`config.mk`:
```
export PLATFORM = sky130hd
export DESIGN_NAME = value_list_with_compaction_top
export DESIGN_NICKNAME = d
export VERILOG_FILES = /design/src/design/vlc_pkg.sv /design/src/design/value_list_with_compaction_top.sv /design/src/design/vlc_cell.sv /design/src/design/vlc_ctrl.sv
export SDC_FILE = /design/constraint.sdc
export NUM_CORES = 1
export LEC_CHECK = 0
export ABC_AREA = 0
export BUFFER_PORTS_ARGS = -buffer_cell sky130_fd_sc_hd__buf_2
export CAP_MARGIN = 20
export CORE_ASPECT_RATIO = 1.1
export CORE_MARGIN = 4
export CORE_UTILIZATION = 55
export CTS_BUF_LIST = sky130_fd_sc_hd__clkbuf_8
export CTS_CLUSTER_DIAMETER = 60
export DETAILED_ROUTE_END_ITERATION = 7
export PLACE_DENSITY = 0.72
export SLEW_MARGIN = 40
export SYNTH_ARGS = -nofsm -noshare
export SYNTH_HDL_FRONTEND = slang
export SYNTH_SLANG_ARGS = --single-unit
```
`constraint.sdc`:
```
create_clock -name clk -period 12.6 [get_ports clk]
set_input_delay 3.78 -clock clk [delete_from_list [all_inputs] [get_ports clk]]
set_output_delay 3.78 -clock clk [all_outputs]
set_load 0.1 [all_outputs]
```
`src/design/vlc_pkg.sv`:
```
// Shared types and codes for the value list with compaction.
package vlc_pkg;

  localparam int unsigned VALUE_W = 32;

  // Command codes
  localparam logic [2:0] OP_APPEND    = 3'd0;
  localparam logic [2:0] OP_POP       = 3'd1;
  localparam logic [2:0] OP_REM_FIRST = 3'd2;
  localparam logic [2:0] OP_REM_ALL   = 3'd3;
  localparam logic [2:0] OP_CLEAR     = 3'd4;
  localparam logic [2:0] OP_READ      = 3'd5;

  // Result status codes
  localparam logic [1:0] ST_OK    = 2'd0;
  localparam logic [1:0] ST_EMPTY = 2'd1;
  localparam logic [1:0] ST_FULL  = 2'd2;
  localparam logic [1:0] ST_RANGE = 2'd3;

  typedef struct packed {
    logic [2:0]                opcode;
    logic signed [VALUE_W-1:0] value;
    logic [3:0]                index;
  } in_item_t;

  typedef struct packed {
    logic [1:0]                status;
    logic [4:0]                count;
    logic [4:0]                removed_count;
    logic signed [VALUE_W-1:0] read_value;
  } out_item_t;

  // Controls for each cell of the chain: shift and write
  typedef struct packed {
    logic shift;
    logic write;
  } cell_ctl_t;

  typedef enum logic [1:0] {
    S_IDLE,
    S_SCAN,
    S_FIN
  } state_t;

endpackage

```
`src/design/value_list_with_compaction_top.sv`:
```
// Top level of the value list with compaction: cell ring plus sequencer.
//
// Usage:
//   Input channel (in_valid / in_stall / in_data) carries one command per
//   transfer: append, pop, remove first match, remove all matches, clear or
//   read. Result channel (out_valid / out_stall / out_data) returns exactly
//   one result per command, in command order.
//   Append, pop, clear, unused codes and rejected commands go from transfer
//   through the finish state into the output register; remove and in-range
//   read pass through the scan state first. The entries sit in a ring of
//   DEPTH cells; remove and read rotate the ring once around, one cell per
//   cycle. A new command is taken once the previous one has moved its result
//   into the output register.
//   While the receiver stalls, the result holds in the output register and
//   the next command still runs; it then waits in its finish state for the
//   register to free up.
//   Reset (rst_n low, synchronous) empties the list and drops any pending
//   result. Cell contents stay undefined until written; no clearing pass.
module value_list_with_compaction_top #(
  parameter int DEPTH = 16
) (
  input  logic                clk,
  input  logic                rst_n,
  input  logic                in_valid,
  output logic                in_stall,
  input  vlc_pkg::in_item_t   in_data,
  output logic                out_valid,
  input  logic                out_stall,
  output vlc_pkg::out_item_t  out_data
);

  localparam int IW = $clog2(DEPTH);

  // Cell outputs around the ring; cell 0 is the head seen by the sequencer
  logic signed [vlc_pkg::VALUE_W-1:0] cell_value [DEPTH];

  vlc_pkg::cell_ctl_t                 ctl;
  logic [IW-1:0]                      wr_addr;
  logic signed [vlc_pkg::VALUE_W-1:0] wr_data;

  vlc_ctrl #(
    .DEPTH (DEPTH)
  ) u_ctrl (
    .clk       (clk),
    .rst_n     (rst_n),
    .in_valid  (in_valid),
    .in_stall  (in_stall),
    .in_data   (in_data),
    .out_valid (out_valid),
    .out_stall (out_stall),
    .out_data  (out_data),
    .head      (cell_value[0]),
    .ctl       (ctl),
    .wr_addr   (wr_addr),
    .wr_data   (wr_data)
  );

  for (genvar i = 0; i < DEPTH; i++) begin : g_cell
    vlc_pkg::cell_ctl_t cell_ctl;

    // Shift goes to every cell; the write strobe lands only on the addressed one
    always_comb begin
      cell_ctl.shift = ctl.shift;
      cell_ctl.write = ctl.write && (wr_addr == IW'(i));
    end

    vlc_cell u_cell (
      .clk       (clk),
      .ctl       (cell_ctl),
      .nbr_value (cell_value[(i + 1) % DEPTH]),
      .wr_data   (wr_data),
      .value     (cell_value[i])
    );
  end

endmodule

```
`src/design/vlc_cell.sv`:
```
// One storage cell of the list chain: hold, take the right neighbor, or load.
module vlc_cell (
  input  logic                                clk,
  input  vlc_pkg::cell_ctl_t                  ctl,
  input  logic signed [vlc_pkg::VALUE_W-1:0]  nbr_value,
  input  logic signed [vlc_pkg::VALUE_W-1:0]  wr_data,
  output logic signed [vlc_pkg::VALUE_W-1:0]  value
);

  logic signed [vlc_pkg::VALUE_W-1:0] value_r;
  logic signed [vlc_pkg::VALUE_W-1:0] value_nxt;

  always_comb begin
    if (ctl.write) begin
      value_nxt = wr_data;
    end else if (ctl.shift) begin
      value_nxt = nbr_value;
    end else begin
      value_nxt = value_r;
    end
  end

  always_ff @(posedge clk) begin
    value_r <= value_nxt;
  end

  assign value = value_r;

endmodule

```
`src/design/vlc_ctrl.sv`:
```
// Command sequencer, fill count, scan pointers and result register.
module vlc_ctrl #(
  parameter int DEPTH = 16
) (
  input  logic                                clk,
  input  logic                                rst_n,
  input  logic                                in_valid,
  output logic                                in_stall,
  input  vlc_pkg::in_item_t                   in_data,
  output logic                                out_valid,
  input  logic                                out_stall,
  output vlc_pkg::out_item_t                  out_data,
  input  logic signed [vlc_pkg::VALUE_W-1:0]  head,
  output vlc_pkg::cell_ctl_t                  ctl,
  output logic [$clog2(DEPTH)-1:0]            wr_addr,
  output logic signed [vlc_pkg::VALUE_W-1:0]  wr_data
);

  localparam int IW = $clog2(DEPTH);
  localparam int CW = $clog2(DEPTH + 1);
  localparam int PW = CW + 1;
  localparam int XW = (IW > 4) ? IW : 4;
  localparam int YW = (CW > 4) ? CW : 4;

  vlc_pkg::state_t state_r, state_nxt;

  logic [2:0]                        op_r, op_nxt;
  logic signed [vlc_pkg::VALUE_W-1:0] val_r, val_nxt;
  logic [3:0]                        idx_r, idx_nxt;
  logic [IW-1:0]                     step_r, step_nxt;
  logic [CW-1:0]                     wptr_r, wptr_nxt;
  logic [CW-1:0]                     fill_r, fill_nxt;
  logic                              hit_r, hit_nxt;
  logic [1:0]                        status_r, status_nxt;
  logic [CW-1:0]                     removed_r, removed_nxt;
  logic signed [vlc_pkg::VALUE_W-1:0] rdval_r, rdval_nxt;
  logic                              out_valid_r, out_valid_nxt;
  vlc_pkg::out_item_t                out_data_r, out_data_nxt;

  logic          accept;
  logic          last_step;
  logic          in_list;
  logic          drop;
  logic [PW-1:0] phys;

  assign accept    = in_valid && (state_r == vlc_pkg::S_IDLE);
  assign in_stall  = (state_r != vlc_pkg::S_IDLE);
  assign last_step = (step_r == IW'(DEPTH - 1));
  assign in_list   = (CW'(step_r) < fill_r);
  assign drop      = in_list && (head == val_r) &&
                     ((op_r == vlc_pkg::OP_REM_ALL) || !hit_r);
  // Physical cell of logical slot wptr once this cycle's rotation lands
  assign phys      = PW'(DEPTH) + PW'(wptr_r) - PW'(step_r) - PW'(1);

  // Next state
  always_comb begin
    state_nxt = state_r;
    case (state_r)
      vlc_pkg::S_IDLE: begin
        if (in_valid) begin
          case (in_data.opcode)
            vlc_pkg::OP_REM_FIRST: begin
              state_nxt = (fill_r == '0) ? vlc_pkg::S_FIN : vlc_pkg::S_SCAN;
            end
            vlc_pkg::OP_REM_ALL: begin
              state_nxt = vlc_pkg::S_SCAN;
            end
            vlc_pkg::OP_READ: begin
              state_nxt = (YW'(in_data.index) < YW'(fill_r)) ?
                          vlc_pkg::S_SCAN : vlc_pkg::S_FIN;
            end
            default: begin
              state_nxt = vlc_pkg::S_FIN;
            end
          endcase
        end
      end
      vlc_pkg::S_SCAN: begin
        if (last_step) begin
          state_nxt = vlc_pkg::S_FIN;
        end
      end
      vlc_pkg::S_FIN: begin
        if (!out_valid_r || !out_stall) begin
          state_nxt = vlc_pkg::S_IDLE;
        end
      end
      default: begin
        state_nxt = vlc_pkg::S_IDLE;
      end
    endcase
  end

  // Datapath and cell controls
  always_comb begin
    op_nxt        = op_r;
    val_nxt       = val_r;
    idx_nxt       = idx_r;
    step_nxt      = step_r;
    wptr_nxt      = wptr_r;
    fill_nxt      = fill_r;
    hit_nxt       = hit_r;
    status_nxt    = status_r;
    removed_nxt   = removed_r;
    rdval_nxt     = rdval_r;
    out_valid_nxt = out_valid_r && out_stall;
    out_data_nxt  = out_data_r;
    ctl           = '0;
    wr_addr       = fill_r[IW-1:0];
    wr_data       = in_data.value;

    case (state_r)
      vlc_pkg::S_IDLE: begin
        if (accept) begin
          op_nxt      = in_data.opcode;
          val_nxt     = in_data.value;
          idx_nxt     = in_data.index;
          step_nxt    = '0;
          wptr_nxt    = '0;
          hit_nxt     = 1'b0;
          status_nxt  = vlc_pkg::ST_OK;
          removed_nxt = '0;
          rdval_nxt   = '0;
          case (in_data.opcode)
            vlc_pkg::OP_APPEND: begin
              if (fill_r == CW'(DEPTH)) begin
                status_nxt = vlc_pkg::ST_FULL;
              end else begin
                ctl.write = 1'b1;
                fill_nxt  = fill_r + CW'(1);
              end
            end
            vlc_pkg::OP_POP: begin
              if (fill_r == '0) begin
                status_nxt = vlc_pkg::ST_EMPTY;
              end else begin
                fill_nxt    = fill_r - CW'(1);
                removed_nxt = CW'(1);
              end
            end
            vlc_pkg::OP_REM_FIRST: begin
              if (fill_r == '0) begin
                status_nxt = vlc_pkg::ST_EMPTY;
              end
            end
            vlc_pkg::OP_CLEAR: begin
              removed_nxt = fill_r;
              fill_nxt    = '0;
            end
            vlc_pkg::OP_READ: begin
              if (YW'(in_data.index) >= YW'(fill_r)) begin
                status_nxt = vlc_pkg::ST_RANGE;
              end
            end
            default: begin
            end
          endcase
        end
      end
      vlc_pkg::S_SCAN: begin
        // Rotate the ring one cell per cycle; the head visits logical slot step_r
        ctl.shift = 1'b1;
        wr_addr   = phys[IW-1:0];
        wr_data   = head;
        step_nxt  = step_r + IW'(1);
        if (op_r == vlc_pkg::OP_READ) begin
          if (XW'(step_r) == XW'(idx_r)) begin
            rdval_nxt = head;
          end
        end else if (drop) begin
          hit_nxt = 1'b1;
        end else if (in_list) begin
          ctl.write = 1'b1;
          wptr_nxt  = wptr_r + CW'(1);
        end
        if (last_step && (op_r != vlc_pkg::OP_READ)) begin
          fill_nxt    = wptr_nxt;
          removed_nxt = fill_r - wptr_nxt;
        end
      end
      vlc_pkg::S_FIN: begin
        if (!out_valid_r || !out_stall) begin
          out_valid_nxt              = 1'b1;
          out_data_nxt.status        = status_r;
          out_data_nxt.count         = 5'(fill_r);
          out_data_nxt.removed_count = 5'(removed_r);
          out_data_nxt.read_value    = rdval_r;
        end
      end
      default: begin
      end
    endcase
  end

  always_ff @(posedge clk) begin
    if (!rst_n) begin
      state_r     <= vlc_pkg::S_IDLE;
      fill_r      <= '0;
      out_valid_r <= 1'b0;
    end else begin
      state_r     <= state_nxt;
      fill_r      <= fill_nxt;
      out_valid_r <= out_valid_nxt;
    end
  end

  always_ff @(posedge clk) begin
    op_r       <= op_nxt;
    val_r      <= val_nxt;
    idx_r      <= idx_nxt;
    step_r     <= step_nxt;
    wptr_r     <= wptr_nxt;
    hit_r      <= hit_nxt;
    status_r   <= status_nxt;
    removed_r  <= removed_nxt;
    rdval_r    <= rdval_nxt;
    out_data_r <= out_data_nxt;
  end

  assign out_valid = out_valid_r;
  assign out_data  = out_data_r;

  a_accept_leaves_idle: assert property (@(posedge clk) disable iff (!rst_n)
    accept |=> (state_r != vlc_pkg::S_IDLE))
    else $error("accepted command did not start");

  a_fill_bounded: assert property (@(posedge clk) disable iff (!rst_n)
    fill_r <= CW'(DEPTH))
    else $error("fill count beyond depth");

  a_wptr_behind_scan: assert property (@(posedge clk) disable iff (!rst_n)
    (state_r == vlc_pkg::S_SCAN) |-> (wptr_r <= CW'(step_r)))
    else $error("write pointer ahead of scan pointer");

  a_result_from_fin: assert property (@(posedge clk) disable iff (!rst_n)
    $rose(out_valid_r) |-> ($past(state_r) == vlc_pkg::S_FIN))
    else $error("result issued outside finish state");

endmodule

```
==> results of run 1 <==
cell type report:
class	instances	area share
Inverter	19	0.002224
Timing Repair Buffer	102	0.01842
Clock buffer	100	0.04293
Sequential cell	652	0.6082
Tap cell	675	0.02634
Antenna cell	3	0.0002341
Multi-Input combinational cell	835	0.2863
Clock inverter	85	0.01538
path summary, 6_finish.rpt:
path / from / end / slack, ns
max reg2reg: u_ctrl.fill_r[1] / g_cell[12].u_cell.value[20] / 7.92
min reg2reg: u_ctrl.rdval_r[0] / u_ctrl.out_data[0] / 0.41
min: u_ctrl.rdval_r[0] / u_ctrl.out_data[0] / 0.41
max: in_valid / g_cell[12].u_cell.value[20] / 5.93
sequential cells by signal, indices dropped and copies added (netlist names):
| signal | count |
|---|---|
| u_ctrl.state_r | 2 |
| u_ctrl.out_valid | 1 |
| u_ctrl.op_r | 3 |
| u_ctrl.fill_r | 5 |
| u_ctrl.rdval_r | 32 |
| u_ctrl.step_r | 4 |
| g_cell.u_cell.value | 512 |
| u_ctrl.wptr_r | 5 |
| u_ctrl.out_data | 44 |
| u_ctrl.status_r | 2 |
| u_ctrl.hit_r | 1 |
| u_ctrl.idx_r | 4 |
| u_ctrl.removed_r | 5 |
| u_ctrl.val_r | 32 |
critical path, delay by kind of cell:
kind	cells	cell delay [ns]
buffers and inverters	3	1.03
AOI/OAI and AO/OA	1	0.12
and+or+nand+nor	4	1.99
cell families after synthesis:
group                      Yosys count  synth area share
AOI/OAI and AO/OA                   98           0.02400
adders and majority gates           22           0.01014
xor gates and xnor gates            51           0.01522
buffers and inverters              128           0.02838
DFF                                652            0.6642
muxes                              516            0.2248
and+or+nand+nor                    148           0.03329
routing by layer:
| layer | vias up | global-route usage | routed length, µm | share of wire |
|---|---|---|---|---|
| met5 | - | 0 | 0 | 0 |
| met4 | 0 | 0.09081 | 2220 | 0.031 |
| met3 | 111 | 0.05437 | 5951 | 0.082 |
| met2 | 772 | 0.3988 | 34300 | 0.47 |
| met1 | 7665 | 0.3438 | 29870 | 0.41 |
| li1 | 6418 | - | - | - |
per-stage QoR:
stage | setup slack (ns) | cells | hold WS (ns) | cell area, µm²
after floorplan | 5.278 | 1615 | 0.4003 | 29360
after global placement | 5.160 | 2280 | 0.4021 | 30040
after detailed placement | 5.159 | 2281 | 0.4054 | 30130
after CTS | 5.898 | 2466 | 0.4163 | 31990
after global routing | 5.805 | 2469 | 0.4231 | 32060
final | 5.927 | 2471 | 0.4113 | 32060
synthesized netlist by cell type, drive strengths merged (7+ instances only):
| library cell | count |
|---|---|
| o31ai | 7 |
| ha | 19 |
| a21o | 38 |
| xnor2 | 15 |
| a21oi | 15 |
| nand2 | 27 |
| o21ai | 15 |
| and2 | 37 |
| mux2 | 513 |
| or2 | 9 |
| nand4 | 13 |
| dfxtp | 8 |
| inv | 19 |
| buf | 60 |
| nor4 | 9 |
| nor2 | 16 |
| edfxtp | 644 |
| and4 | 8 |
| clkbuf | 49 |
| o21a | 8 |
| nand3 | 8 |
| xor2 | 36 |
report_power, final:
part / switching (mW) / internal, mW
Combinational: 0.420 / 0.183
Clock: 0.853 / 0.831
Sequential: 0.0739 / 2.55
Total: 1.35 / 3.57
==> flow_metrics.tcl, run 1 <==
set metrics [dict create \
    ys.warnings.count 0 \
    clockBufferDepth 3 \
    post_cts_resized 0 \
    post_cts_buffers 0 \
    slowest_stage "and4_2" \
    hold_class "flop to flop" \
    grt_pass1_wl_mm 104.5 \
    reg2reg_depth 9 \
    drv_slew 0 \
    cts_hold_buf 0 \
    drt-total-wl_mm 72.34 \
    layout-drive-gt1-share 0.4400 \
    row_count 88 \
    finalCritPeriodShare 0.5296 \
    crit_chain "buf_2 > and2_2 > buf_4 > nand3_1 > o31ai_4 > buf_4 > and4_2 > or2_2" \
    final_cell_mix "edfxtp_1 (644), mux2_2 (271), mux2_4 (211), clkbuf_8 (100), buf_2 (88)" \
    final_core_util 0.6092 \
    rsz0062_at_grt "false" \
    cts_tree "built" \
    fp.dieH_um 250.3 \
    synth_cell_type_count 53 \
    yosys.area.top_type "edfxtp_1" \
    vias 14970 \
    synth_edf_count 644 \
    antenna_found_initial 2 \
    power_density_mw_per_mm2 153.3 \
    totalPowerFinal_mw 4.914 \
    first_global_vias 14880 \
    die_area_mm2 0.05714 \
    cts_made_buffers 100 \
    crit_top_cell "buf_4" \
    async_reset_ff_frac 0 \
    synthFlopType "edfxtp_1" \
    hold_viol 0 \
    syn-num-nets 1680 \
    grt-ovfl-total 0 \
    avgSynthCellArea_um2 18.18 \
    maxSlewHeadroom 0.4514 \
    peakVddDrop_v 0.00008891 \
    fp.dieW_um 228.3 \
    dr.pass1.iters 7 \
    worstPathRequired_ns 12.91 \
    worstSetupPathType "primary input to flop" \
    layout_min_cycle_time_ns 6.673 \
    clk_pin_slew_worst_paths_ns 0.06 \
    via_per_inst 6.057 \
    fin_skew_ns 0.03303 \
    routedWlPerCell_um 29.28 \
    tightest_slew_ns 0.8200 \
    grt_util_all_layers 0.2505 \
    synth_area_leaders "edfxtp_1 (66%), mux2_4 (11%), mux2_2 (10%)" \
    postSynthCellCount 1615 \
    multi_input_area_mm2 0.009180 \
    critPathLaunchType "primary input" \
    io_buffers 88 \
    fillers 3722 \
    syn-cell-area_mm2 0.02936 \
    yosysTopAreaCellShare 0.6587 \
    dpl.hpwl_mm 45.58 \
    setup_viol_count_final 0 \
    cts_sinks 652 \
    fmax_mhz 149.9 \
    first_iter_violations 1690 \
    leakage_nw 11.83 \
    htree_levels 3 \
    gp_congestion 0.9147 \
    core_area_mm2 0.05263 \
    fin_nets 1775 \
    critPathArrivalTime_ns 6.98 \
    synth_seq_cells 652 \
    synthToLayoutAreaGrowth_pct 9.215 \
    fin_tns_setup_ns 0 \
    final_common_cell "edfxtp_1" \
    clk_latency_ns 0.71 \
    start_util 0.5578 \
    max_stage_delay_ns 0.85 \
    seq_area_mm2 0.01950 \
    end_kind "flop" \
    antenna_left 0 \
    cp_max_fo 46 \
    grt_max_degree 47 \
    ys_seq_area_frac 0.6642 \
    drv_cap 0 \
    min_path_cells 0 \
    cts-root-buf "clkbuf_8" \
    status "finished clean" \
    io_pins 89 \
    remaining_drc_errors 0 \
]
Note: power is estimated with default switching activity, not from simulation.
==> run 2, diff against run 1 <==
Settings changed: PLACE_DENSITY 0.72 to 0.75.
Clock period 12.6 ns to 5.92 ns, I/O delays scaled along.
==> run 2 against run 1 <==
Compared with the run above: via count shrank 1.6%; register-to-register slack lost 6.2 ns; hold slack gained 0.0076 ns; final area grew 0.63%; sequential share of layout area shrank 0.38 points; largest power group unchanged.
==> flow_metrics.tcl, run 2 (synthesized netlist as in run 1, its figures left out) <==
set metrics [dict create \
    cts_hold_buf 0 \
    core_area_mm2 0.05263 \
    hold_viol 0 \
    worstSetupPathType "flop to flop" \
    routedWlPerCell_um 26.32 \
    cts-root-buf "clkbuf_8" \
    fin_skew_ns 0.02785 \
    post_cts_buffers 0 \
    r2r_start "g_cell[0].u_cell.value[17]" \
    maxSlewHeadroom 0.3929 \
    reg2reg_depth 15 \
    fmax_mhz 239.6 \
    clockBufferDepth 3 \
    cp_max_fo 9 \
    multi_input_area_mm2 0.009151 \
    post_cts_resized 0 \
    grt_pass1_wl_mm 98.03 \
    final_common_cell "edfxtp_1" \
    fin_tns_setup_ns 0 \
    via_per_inst 5.914 \
    cp-endpoint "u_ctrl.removed_r[4]" \
    cp-startpoint "g_cell[0].u_cell.value[17]" \
    start_util 0.5578 \
    use_met3 0.05005 \
    antenna_found_initial 1 \
    remaining_drc_errors 0 \
    finalCritPeriodShare 0.7049 \
    dpl.hpwl_mm 39.13 \
    largest_reg_flops 512 \
    cts_made_buffers 100 \
    antenna_left 0 \
    layout_min_cycle_time_ns 4.173 \
    final_core_util 0.6130 \
    power_density_mw_per_mm2 325.5 \
    drv_cap 0 \
    critPathLaunchType "flop" \
    end_kind "flop" \
    row_count 88 \
    final_cell_mix "edfxtp_1 (644), mux2_2 (271), mux2_4 (211), clkbuf_8 (101), buf_2 (88)" \
    fp.dieH_um 250.3 \
    grt_use_met2 0.3542 \
    layout-drive-gt1-share 0.4305 \
    grt-ovfl-total 0 \
    synthToLayoutAreaGrowth_pct 9.901 \
    r2r-end "u_ctrl.removed_r[4]" \
    r2r_slack_ns 1.75 \
    grt-busiest-layer "met2" \
    clk_latency_ns 0.70 \
    dp.cells 2301 \
    cts_tree "built" \
    io_buffers 88 \
    rsz0062_at_grt "false" \
    first_global_vias 15520 \
    first_iter_violations 1465 \
    totalPowerFinal_mw 10.50 \
    fillers 3790 \
    peakVddDrop_v 0.0003055 \
    setup_viol_count_final 0 \
    gp_congestion 0.8584 \
    fp.dieW_um 228.3 \
    grt_util_all_layers 0.2272 \
    final_cells 2490 \
    hold_class "flop to flop" \
    io_pins 89 \
    tightest_slew_ns 0.9052 \
    htree_levels 3 \
    status "finished clean" \
    vias 14730 \
    cts_sinks 652 \
    seq_area_mm2 0.01950 \
    critPathArrivalTime_ns 4.70 \
    grt_max_degree 46 \
    clk_pin_slew_worst_paths_ns 0.07 \
    drv_slew 0 \
    fin_nets 1793 \
    leakage_nw 12.04 \
    die_area_mm2 0.05714 \
    dr.pass1.iters 5 \
    worstPathRequired_ns 6.44 \
    whs_ns 0.4189 \
    use_met1 0.3145 \
    drt-total-wl_mm 65.55 \
]
run 2: per-layer routing:
metal  wire (µm)  up-vias
met5           0        -
met3        4620      121
met2       30410      530
met4        2195        0
li1            -     6456
met1       28320     7618
run 2: area by class of cell:
type / count / share of cell area
antenna: 1 / 0.00007756
tap: 675 / 0.02618
inverter: 19 / 0.002211
timing repair buffer: 120 / 0.02284
clock inverter: 87 / 0.01761
clock buffer: 101 / 0.04309
sequential: 652 / 0.6044
multi-input combinational: 835 / 0.2836
run 2: power breakdown:
group | internal (mW) | leakage, nW | switching (mW)
combinational | 0.393 | 4.91 | 0.833
sequential | 5.43 | 6.00 | 0.121
clock | 1.91 | 1.14 | 1.81
run 2: stage by stage:
stage               setup slack [ns]  cell area, µm²
floorplan                     0.6018           29360
global placement               1.167           30190
detailed placement             1.178           30300
CTS                            1.671           32260
global route                   1.432           32260
finish                         1.747           32260
run 2: worst max-delay path: stages (launching register included):
cell,delay [ns]
edfxtp_1,0.45
xor2_1,0.18
nor4_2,0.62
nand4_1,0.39
nor3_4,0.42
o21a_1,0.20
or2_2,0.11
ha_1,0.13
inv_1,0.06
fa_1,0.40
a21o_1,0.20
a21oi_1,0.17
xnor2_1,0.09
and3_1,0.17
o21ai_0,0.19
mux2i_1,0.24
run 2: worst min path at each step:
| stage | slack, ns | depth (start not counted) | from | end |
|---|---|---|---|---|
| final | 0.42 | 0 | u_ctrl.rdval_r[27] | u_ctrl.out_data[27] |
| after global routing | 0.43 | 0 | u_ctrl.rdval_r[6] | u_ctrl.out_data[6] |
| after CTS | 0.42 | 0 | u_ctrl.rdval_r[18] | u_ctrl.out_data[18] |
| after detailed placement | 0.41 | 0 | u_ctrl.rdval_r[0] | u_ctrl.out_data[0] |
| after global placement | 0.40 | 0 | u_ctrl.rdval_r[5] | u_ctrl.out_data[5] |
| after floorplan | 0.40 | 0 | u_ctrl.rdval_r[0] | u_ctrl.out_data[0] |
